**src/hw/rtl/double_ended_queue_defines.svh**
```systemverilog
// Assertion macros shared by the double-ended queue RTL.
`ifndef DOUBLE_ENDED_QUEUE_DEFINES_SVH
`define DOUBLE_ENDED_QUEUE_DEFINES_SVH

`ifndef SYNTHESIS
// Clocked check, disabled while reset is asserted.
`define DQ_ASSERT(lbl, clk, rstn, prop, msg) \
    lbl: assert property (@(posedge clk) disable iff (!rstn) prop) else $error(msg);
// Clocked check that also holds during reset.
`define DQ_ASSERT_ALWAYS(lbl, clk, prop, msg) \
    lbl: assert property (@(posedge clk) prop) else $error(msg);
`else
`define DQ_ASSERT(lbl, clk, rstn, prop, msg)
`define DQ_ASSERT_ALWAYS(lbl, clk, prop, msg)
`endif

`endif

```
**src/hw/rtl/dq_pkg.sv**
```systemverilog
// Shared constants, codes, types and helpers of the double-ended queue.
package dq_pkg;

    localparam int DEPTH   = 64;
    localparam int DATA_W  = 32;
    localparam int FUNC_W  = 3;
    localparam int STAT_W  = 2;
    localparam int IDX_W   = (DEPTH > 1) ? $clog2(DEPTH) : 1;
    localparam int CNT_W   = $clog2(DEPTH + 1);
    localparam int SUM_W   = CNT_W + 1;

    typedef enum logic [FUNC_W-1:0] {
        FN_PUSH_FRONT = 3'd0,
        FN_PUSH_BACK  = 3'd1,
        FN_LIST       = 3'd2,
        FN_POP_FRONT  = 3'd3,
        FN_POP_BACK   = 3'd4
    } func_t;

    typedef enum logic [STAT_W-1:0] {
        ST_OK        = 2'd0,
        ST_UNDERFLOW = 2'd1,
        ST_OVERFLOW  = 2'd2,
        ST_EMPTY     = 2'd3
    } status_t;

    typedef struct packed {
        logic    wr_front;
        logic    wr_back;
        logic    pop_front;
        logic    pop_back;
        logic    rd_first;
        logic    rd_next;
        logic    out_load;
        logic    out_from_ram;
        status_t out_status;
        logic    out_last;
    } dq_cmd_t;

    typedef struct packed {
        logic empty;
        logic full;
        logic list_last;
    } dq_stat_t;

    // (base + off) mod DEPTH, with base < DEPTH and off <= DEPTH
    function automatic logic [IDX_W-1:0] wrap_add(input logic [IDX_W-1:0] base,
                                                  input logic [CNT_W-1:0] off);
        logic [SUM_W-1:0] sum;
        sum = SUM_W'(base) + SUM_W'(off);
        if (sum >= SUM_W'(DEPTH)) begin
            sum = sum - SUM_W'(DEPTH);
        end
        return sum[IDX_W-1:0];
    endfunction

endpackage

```
**src/hw/rtl/dq_ram.sv**
```systemverilog
// Generic single-write, single-read RAM with registered read data.
module dq_ram #(
    parameter int WIDTH  = 32,
    parameter int DEPTH  = 64,
    parameter int ADDR_W = (DEPTH > 1) ? $clog2(DEPTH) : 1
) (
    input  logic              aclk,
    input  logic              wr_en,
    input  logic [ADDR_W-1:0] wr_addr,
    input  logic [WIDTH-1:0]  wr_data,
    input  logic              rd_en,
    input  logic [ADDR_W-1:0] rd_addr,
    output logic [WIDTH-1:0]  rd_data
);

    logic [WIDTH-1:0] mem [DEPTH];
    logic [WIDTH-1:0] rd_data_reg;

    always_ff @(posedge aclk) begin
        if (wr_en) begin
            mem[wr_addr] <= wr_data;
        end
        if (rd_en) begin
            rd_data_reg <= mem[rd_addr];
        end
    end

    assign rd_data = rd_data_reg;

endmodule

```
**src/hw/rtl/dq_datapath.sv**
```systemverilog
// Datapath: ring storage, head and count registers, list offset, result payload.
`include "double_ended_queue_defines.svh"

module dq_datapath (
    input  logic                              aclk,
    input  logic                              aresetn,
    input  dq_pkg::dq_cmd_t                   cmd,
    output dq_pkg::dq_stat_t                  stat,
    input  logic signed [dq_pkg::DATA_W-1:0]  s_value,
    output logic signed [dq_pkg::DATA_W-1:0]  m_value_res,
    output logic [dq_pkg::STAT_W-1:0]         m_status,
    output logic                              m_last
);
    import dq_pkg::*;

    logic [IDX_W-1:0]  head_reg, head_next;
    logic [CNT_W-1:0]  count_reg, count_next;
    logic [IDX_W-1:0]  ofs_reg, ofs_next;
    logic [IDX_W-1:0]  head_dec, head_inc;
    logic [CNT_W-1:0]  ofs_inc;
    logic              wr_en;
    logic [IDX_W-1:0]  wr_addr;
    logic              rd_en;
    logic [IDX_W-1:0]  rd_addr;
    logic [DATA_W-1:0] rd_data;
    logic signed [DATA_W-1:0] value_res_reg;
    logic [STAT_W-1:0] status_reg;
    logic              last_reg;

    assign head_dec = (head_reg == '0) ? IDX_W'(DEPTH - 1) : head_reg - IDX_W'(1);
    assign head_inc = (head_reg == IDX_W'(DEPTH - 1)) ? '0 : head_reg + IDX_W'(1);
    assign ofs_inc  = CNT_W'(ofs_reg) + CNT_W'(1);

    assign stat.empty     = (count_reg == '0);
    assign stat.full      = (count_reg >= CNT_W'(DEPTH));
    assign stat.list_last = (ofs_inc == count_reg);

    assign wr_en   = cmd.wr_front | cmd.wr_back;
    assign wr_addr = cmd.wr_front ? head_dec : wrap_add(head_reg, count_reg);
    assign rd_en   = cmd.rd_first | cmd.rd_next;
    assign rd_addr = cmd.rd_first ? head_reg : wrap_add(head_reg, ofs_inc);

    always_comb begin
        head_next  = head_reg;
        count_next = count_reg;
        ofs_next   = ofs_reg;
        if (cmd.wr_front) begin
            head_next  = head_dec;
            count_next = count_reg + CNT_W'(1);
        end else if (cmd.wr_back) begin
            count_next = count_reg + CNT_W'(1);
        end else if (cmd.pop_front) begin
            head_next  = head_inc;
            count_next = count_reg - CNT_W'(1);
        end else if (cmd.pop_back) begin
            count_next = count_reg - CNT_W'(1);
        end
        if (cmd.rd_first) begin
            ofs_next = '0;
        end else if (cmd.rd_next) begin
            ofs_next = ofs_inc[IDX_W-1:0];
        end
    end

    always_ff @(posedge aclk) begin
        if (!aresetn) begin
            head_reg  <= '0;
            count_reg <= '0;
            ofs_reg   <= '0;
        end else begin
            head_reg  <= head_next;
            count_reg <= count_next;
            ofs_reg   <= ofs_next;
        end
    end

    always_ff @(posedge aclk) begin
        if (cmd.out_load) begin
            value_res_reg <= cmd.out_from_ram ? $signed(rd_data) : '0;
            status_reg    <= cmd.out_status;
            last_reg      <= cmd.out_last;
        end
    end

    dq_ram #(
        .WIDTH (DATA_W),
        .DEPTH (DEPTH)
    ) u_ram (
        .aclk    (aclk),
        .wr_en   (wr_en),
        .wr_addr (wr_addr),
        .wr_data (s_value),
        .rd_en   (rd_en),
        .rd_addr (rd_addr),
        .rd_data (rd_data)
    );

    assign m_value_res = value_res_reg;
    assign m_status    = status_reg;
    assign m_last      = last_reg;

    `DQ_ASSERT(a_count_bound, aclk, aresetn, count_reg <= CNT_W'(DEPTH), "count above depth")
    `DQ_ASSERT(a_cmd_excl, aclk, aresetn, $onehot0({cmd.wr_front, cmd.wr_back, cmd.pop_front, cmd.pop_back, cmd.rd_first, cmd.rd_next}), "conflicting commands")
    `DQ_ASSERT(a_push_count, aclk, aresetn, (aresetn && wr_en) |=> (count_reg == $past(count_reg) + CNT_W'(1)), "push did not grow count")

endmodule

```
**src/hw/rtl/dq_ctrl.sv**
```systemverilog
// Controller: operation decode, list sequencing and result valid.
`include "double_ended_queue_defines.svh"

module dq_ctrl (
    input  logic                       aclk,
    input  logic                       aresetn,
    input  logic                       s_valid,
    output logic                       s_ready,
    input  logic [dq_pkg::FUNC_W-1:0]  s_func,
    output logic                       m_valid,
    input  logic                       m_ready,
    output dq_pkg::dq_cmd_t            cmd,
    input  dq_pkg::dq_stat_t           stat
);
    import dq_pkg::*;

    typedef enum logic {
        S_IDLE,
        S_LIST
    } state_t;

    state_t state_reg, state_next;
    logic   m_valid_reg, m_valid_next;
    logic   out_free;
    logic   accept;

    assign out_free = !m_valid_reg || m_ready;
    assign s_ready  = (state_reg == S_IDLE) && out_free;
    assign accept   = s_valid && s_ready;

    always_comb begin
        cmd          = '0;
        cmd.out_status = ST_OK;
        state_next   = state_reg;
        if (state_reg == S_IDLE) begin
            if (accept) begin
                cmd.out_last = 1'b1;
                case (func_t'(s_func))
                    FN_PUSH_FRONT: begin
                        cmd.out_load   = 1'b1;
                        cmd.wr_front   = !stat.full;
                        cmd.out_status = stat.full ? ST_OVERFLOW : ST_OK;
                    end
                    FN_PUSH_BACK: begin
                        cmd.out_load   = 1'b1;
                        cmd.wr_back    = !stat.full;
                        cmd.out_status = stat.full ? ST_OVERFLOW : ST_OK;
                    end
                    FN_POP_FRONT: begin
                        cmd.out_load   = 1'b1;
                        cmd.pop_front  = !stat.empty;
                        cmd.out_status = stat.empty ? ST_UNDERFLOW : ST_OK;
                    end
                    FN_POP_BACK: begin
                        cmd.out_load   = 1'b1;
                        cmd.pop_back   = !stat.empty;
                        cmd.out_status = stat.empty ? ST_UNDERFLOW : ST_OK;
                    end
                    FN_LIST: begin
                        if (stat.empty) begin
                            cmd.out_load   = 1'b1;
                            cmd.out_status = ST_EMPTY;
                        end else begin
                            cmd.rd_first = 1'b1;
                            state_next   = S_LIST;
                        end
                    end
                    default: begin
                        cmd.out_last = 1'b0;
                    end
                endcase
            end
        end else begin
            // RAM output holds entry at current offset; prefetch the next one
            if (out_free) begin
                cmd.out_load     = 1'b1;
                cmd.out_from_ram = 1'b1;
                cmd.out_last     = stat.list_last;
                cmd.rd_next      = !stat.list_last;
                if (stat.list_last) begin
                    state_next = S_IDLE;
                end
            end
        end
    end

    always_comb begin
        m_valid_next = m_valid_reg;
        if (cmd.out_load) begin
            m_valid_next = 1'b1;
        end else if (m_ready) begin
            m_valid_next = 1'b0;
        end
    end

    always_ff @(posedge aclk) begin
        if (!aresetn) begin
            state_reg   <= S_IDLE;
            m_valid_reg <= 1'b0;
        end else begin
            state_reg   <= state_next;
            m_valid_reg <= m_valid_next;
        end
    end

    assign m_valid = m_valid_reg;

    `DQ_ASSERT(a_load_valid, aclk, aresetn, (aresetn && cmd.out_load) |=> m_valid_reg, "loaded item not presented")
    `DQ_ASSERT(a_list_end, aclk, aresetn, (aresetn && state_reg == S_LIST && out_free && stat.list_last) |=> (state_reg == S_IDLE), "list did not finish")
    `DQ_ASSERT(a_list_nowr, aclk, aresetn, (state_reg == S_LIST) |-> !(cmd.wr_front || cmd.wr_back || cmd.pop_front || cmd.pop_back || s_ready), "update during list")

endmodule

```
**src/hw/rtl/double_ended_queue.sv**
```systemverilog
// Top level of the bounded double-ended queue of signed 32-bit values.
// Usage:
//   Input channel s_valid/s_ready carries one item: s_func selects push front (0),
//   push back (1), list (2), pop front (3) or pop back (4); s_value is the value
//   pushed. Codes 5 to 7 are taken and dropped with no result.
//   Result channel m_valid/m_ready carries m_value_res, m_status and m_last.
//   Push and pop give one status item in the cycle after acceptance, and a new
//   item is taken every cycle as long as results drain.
//   A list gives one item per stored entry, front to back, with m_last on the
//   final one, at one entry per cycle from the single RAM read port while the
//   receiver keeps up; a new item is taken once the list ends and the output is free.
//   A list of an empty queue gives one item with status "list empty".
//   Reset clears head and count; the storage itself is not cleared and needs
//   no clearing pass, so an item is accepted the first cycle after reset.
//   When the receiver stalls, the result waits in the output register and
//   the block holds s_ready low until that slot is free again.
module double_ended_queue (
    input  logic                              aclk,
    input  logic                              aresetn,
    input  logic                              s_valid,
    output logic                              s_ready,
    input  logic [dq_pkg::FUNC_W-1:0]         s_func,
    input  logic signed [dq_pkg::DATA_W-1:0]  s_value,
    output logic                              m_valid,
    input  logic                              m_ready,
    output logic signed [dq_pkg::DATA_W-1:0]  m_value_res,
    output logic [dq_pkg::STAT_W-1:0]         m_status,
    output logic                              m_last
);
    import dq_pkg::*;

    dq_cmd_t  cmd;
    dq_stat_t stat;

    dq_ctrl u_ctrl (
        .aclk    (aclk),
        .aresetn (aresetn),
        .s_valid (s_valid),
        .s_ready (s_ready),
        .s_func  (s_func),
        .m_valid (m_valid),
        .m_ready (m_ready),
        .cmd     (cmd),
        .stat    (stat)
    );

    dq_datapath u_datapath (
        .aclk        (aclk),
        .aresetn     (aresetn),
        .cmd         (cmd),
        .stat        (stat),
        .s_value     (s_value),
        .m_value_res (m_value_res),
        .m_status    (m_status),
        .m_last      (m_last)
    );

endmodule
```
**config.mk**
```make
export PLATFORM = sky130hd
export DESIGN_NAME = double_ended_queue
export DESIGN_NICKNAME = d
export VERILOG_FILES = /design/src/hw/rtl/dq_pkg.sv /design/src/hw/rtl/dq_ram.sv /design/src/hw/rtl/dq_datapath.sv /design/src/hw/rtl/dq_ctrl.sv /design/src/hw/rtl/double_ended_queue.sv
export VERILOG_INCLUDE_DIRS = /design/src /design/src/hw/rtl
export SDC_FILE = /design/constraint.sdc
export NUM_CORES = 2
export LEC_CHECK = 0
export CELL_PAD_IN_SITES_DETAIL_PLACEMENT = 2
export CELL_PAD_IN_SITES_GLOBAL_PLACEMENT = 2
export CORE_ASPECT_RATIO = 1.75
export CORE_MARGIN = 2
export CORE_UTILIZATION = 25
export DETAILED_ROUTE_END_ITERATION = 8
export DONT_BUFFER_PORTS = 1
export GPL_ROUTABILITY_DRIVEN = 0
export PLACE_DENSITY = 0.58
export SYNTH_ARGS = -nofsm -noshare
export SYNTH_HDL_FRONTEND = slang
export SYNTH_SLANG_ARGS = --single-unit
```
**constraint.sdc**
```tcl
create_clock -name aclk -period 5.82 [get_ports aclk]
set_input_delay 0.873 -clock aclk [delete_from_list [all_inputs] [get_ports aclk]]
set_output_delay 0.873 -clock aclk [all_outputs]
set_load 0.01 [all_outputs]
```
==> results.py <==
metrics = {
    "clock_tree": {
        "postCtsSetupBuffers": 0,
        "clockBufferDepth": 4,
        "ctsResizeCount": 0,
        "clk_pin_slew_ps": 70,
        "number_of_h_tree_levels": 4,
        "cts-hold-fix-buffers": 0,
        "tritoncts": "done",
        "cts_sinks": 2136,
        "clk_latency_ps": 880,
        "clock_tree.root_cell": "clkbuf_16",
        "cts_made_buffers": 197,
    },
    "detailed_routing": {
        "post-route-drc-count": 0,
        "wire_per_inst_um": 34.35,
        "drtIter0Drc": 4716,
        "route.antenna.remaining_nets": 0,
        "wirelength_mm": 326.4,
        "num_vias": 49630,
        "first_pass_iters": 6,
        "avgViaCountPerCell": 5.222,
    },
    "floorplan": {
        "die_area_mm2": 0.3406,
        "row_count": 281,
        "core-area_mm2": 0.3344,
        "initial_core_util_pct": 25.11,
        "die-width_um": 442.1,
        "ios": 76,
        "die_y_um": 770.6,
    },
    "finish": {
        "commonest_cells_after_routing_fill_and_taps_aside": "edfxtp_1 (2115), nand3_1 (687), o21ai_0 (399)",
        "drive_gt1_share_pct": 16.44,
        "largest_reg_flops": 2048,
        "final_common_cell": "edfxtp_1",
        "post_layout_nonfiller_instances": 9503,
        "synthToLayoutAreaGrowth_pct": 15.71,
        "nets": 5020,
        "fillers": 34060,
        "final_core_utilization_pct": 29.05,
    },
    "worst_setup_path": {
        "critical_path.endpoint_type": "flip-flop",
        "worst_ep_arrival_time_ps": 5450,
        "worstPathMaxFanout": 51,
        "crit_top_cell": "buf_12",
        "path_cells": "inv_1 > ha_1 > nand2b_1 > nor4_2 > nor3_2 > nor2_4 > buf_12 > buf_12 > mux4_2 > a22o_1 > a21oi_1 > o2111ai_1",
        "timing_worst_setup_path_type": "flip-flop to flip-flop",
        "crit_path_max_incr_delay_ps": 710,
        "critical_path.reg2reg.endpoint": "u_datapath.u_ram.rd_data[6]$_DFFE_PP_",
        "worst_r2r_startpoint": "u_datapath.count_reg[1]$_SDFFE_PN0P_",
        "critical_path.top_delay_family": "simple AND/OR/NAND/NOR gates",
        "crit_required_ps": 6410,
        "critical_path.startpoint_type": "flip-flop",
        "reg2reg_setup_slack_ps": 950,
        "worst-path-buf-inv": 3,
        "critical-path-slowest-cell": "nor2_4",
        "worst_r2r_path_depth": 12,
    },
    "timing": {
        "tns_ps": 0,
        "period_share_pct": 83.61,
        "max_clock_freq_mhz": 205.5,
        "hold_viol": 0,
        "worst_slew_pin_slew_ps": 1155,
        "skew_final_ps": 61.68,
        "finalCriticalPeriod_ps": 4866,
        "rsz0062_at_grt": "false",
        "timing.max_slew.rel_slack_pct": 23.01,
        "final-setup-viol-count": 0,
        "final_max_slew_viol_count": 0,
    },
    "synthesis": {
        "synth-seq-area-share_pct": 76.15,
        "post-synth-top-area-cell": "edfxtp_1",
        "synth.top_cell.area_share_pct": 75.65,
        "netlist_instances": 4913,
        "number_of_synthesized_flops_with_an_enable_pin": 2115,
        "synth_cell_types": 60,
        "synth_async_sr_flop_share_pct": 0,
        "predominant_post_synthesis_flop_cell": "edfxtp_1",
        "synth.yosys.warnings": 0,
        "ys_ff_latch": 2136,
        "ys_top_cells_by_area": "edfxtp_1 (76%), mux4_2 (6.9%), nand3_1 (4.1%), o21ai_0 (2.4%), clkbuf_1 (1.3%)",
        "synthesis.area_per_instance_um2": 17.09,
        "syn-cell-area_mm2": 0.08395,
        "mappedNetlistNets": 4970,
    },
    "status": {
        "status": "finished clean",
    },
    "power_and_ir_drop": {
        "power.switching_mw": 7.904,
        "clkPwrFrac_pct": 39.5,
        "power.ir.vdd_worst_uv": 210.4,
        "cellPowerDensity_mw_per_mm2": 338.7,
        "power.leakage_nw": 28.80,
        "pwr-share-seq_pct": 51.8,
        "total_power_mw": 32.90,
        "comb_power_share_pct": 8.7,
        "power.share.switching_pct": 24.02,
        "internal_power_mw": 25.00,
    },
    "global_route": {
        "first_global_vias": 53340,
        "global_route.usage.met3_pct": 2.697,
        "maximum_number_of_pins_on_one_net_before_global_route_repair": 150,
        "antenna_found_initial": 18,
        "grt_pass1_wl_mm": 447.7,
        "groute.usage.overall_pct": 18.65,
        "use_met2_pct": 34.47,
        "grt.overflow.total": 0,
        "most_crowded_layer_after_global_routing": "met2",
        "gr-usage-met1_pct": 21.07,
    },
    "job": {
        "drv.max_cap_violation_count": 0,
    },
    "placed_design": {
        "detailedPlacementHpwl_mm": 192.2,
        "port_buffer_cells": 0,
        "dpl.cell_count": 9150,
    },
    "worst_hold_path": {
        "hold_end": "u_datapath.u_ram.mem[61][3]$_DFFE_PP_",
        "min-delay-start": "s_value[3]",
        "timing.hold.worst_path_depth": 0,
        "worstHoldPathType": "primary input to flip-flop",
    },
}
==> synthesized netlist by cell type (4+ instances only) <==
| cell | instances |
|---|---|
| edfxtp_1 | 2115 |
| nand3_1 | 690 |
| o21ai_0 | 400 |
| clkbuf_1 | 300 |
| mux4_2 | 256 |
| a31oi_1 | 130 |
| nand2_1 | 105 |
| a21o_1 | 101 |
| mux2i_1 | 101 |
| nand4_1 | 99 |
| a22oi_1 | 97 |
| nor2_1 | 92 |
| a21oi_1 | 49 |
| and3_1 | 38 |
| o2111ai_1 | 33 |
| a222oi_1 | 32 |
| a22o_1 | 32 |
| buf_1 | 27 |
| buf_2 | 26 |
| dfxtp_1 | 21 |
| xnor2_1 | 20 |
| ha_1 | 16 |
| buf_6 | 15 |
| inv_1 | 12 |
| buf_4 | 10 |
| and2_1 | 9 |
| nor2b_1 | 9 |
| xor2_1 | 9 |
| nor3_1 | 8 |
| nor4_1 | 5 |
| or4_1 | 5 |
| a21boi_0 | 4 |
| nor3b_1 | 4 |
| o21a_1 | 4 |
==> final cells by class <==
type | count | area, µm² | area share, %
flip-flops and latches | 2136 | 63930 | 65.81
multi-input cells | 2387 | 19040 | 19.60
well taps | 4386 | 5488 | 5.649
clock buffers | 241 | 5221 | 5.375
repair buffers | 229 | 2495 | 2.568
clock inverters | 104 | 902.1 | 0.9287
inverters | 12 | 45.04 | 0.04637
diodes | 8 | 20.02 | 0.02061
==> metal layers <==
layer,up-vias,share of wire (%)
met2,1704,53
met1,27330,36
met4,2,5.0
li1,20030,-
met3,555,5.7
met5,-,0.0034
==> power by group through the flow <==
stage	registers (mW)	clock network, mW	logic, mW
after global placement	17.4	0	2.82
after global routing	17.1	13.7	3.02
after floorplan	17.3	0	1.74
after detailed placement	17.4	0	2.87
final	17.1	13.0	2.85
after CTS	17.1	13.2	2.89
==> worst max-delay path by stage <==
stage                                         start                               endpoint  depth (start not counted)
5_1_grt        u_datapath.count_reg[1]$_SDFFE_PN0P_  u_datapath.u_ram.rd_data[6]$_DFFE_PP_                         12
3_5_place_dp                                m_ready  u_datapath.u_ram.rd_data[6]$_DFFE_PP_                         11
2_1_floorplan                               m_ready  u_datapath.u_ram.mem[14][0]$_DFFE_PP_                          8
4_1_cts        u_datapath.count_reg[1]$_SDFFE_PN0P_  u_datapath.u_ram.rd_data[6]$_DFFE_PP_                         12
6_report       u_datapath.count_reg[1]$_SDFFE_PN0P_  u_datapath.u_ram.rd_data[6]$_DFFE_PP_                         12
3_3_place_gp                                m_ready  u_datapath.u_ram.rd_data[6]$_DFFE_PP_                         11
==> worst register-to-register path: stages (launching register included) <==
cell and delay [ps]:
dfxtp_1 420, inv_1 150, ha_1 180, nand2b_1 130, nor4_2 560, nor3_2 270, nor2_4 720, buf_12 300
buf_12 420, mux4_2 630, a22o_1 240, a21oi_1 420, o2111ai_1 180
==> logic make-up (layout without fill, tap and decap cells) <==
family                     after synthesis  after routing  share of synthesized area, %
muxes                                  359            359                         8.099
AOI/OAI and AO/OA                      902            902                         6.735
DFF                                   2136           2136                         76.15
adders and majority gates               18             18                        0.2862
and+or+nand+nor                       1078           1078                         6.436
xor gates and xnor gates                30             30                        0.3294
buffers and inverters                  390            586                         1.961
other                                    0              8                             0
==> through the flow <==
step	area [µm²]	hold slack, ps	setup WS [ps]
after floorplan	83950	487.9	1022
after global placement	90990	508.1	624.0
after detailed placement	90990	571.9	532.4
after CTS	97120	55.20	835.2
after global routing	97130	71.86	619.4
final	97140	94.57	954.1
Note: power is estimated with default switching activity, not from simulation.
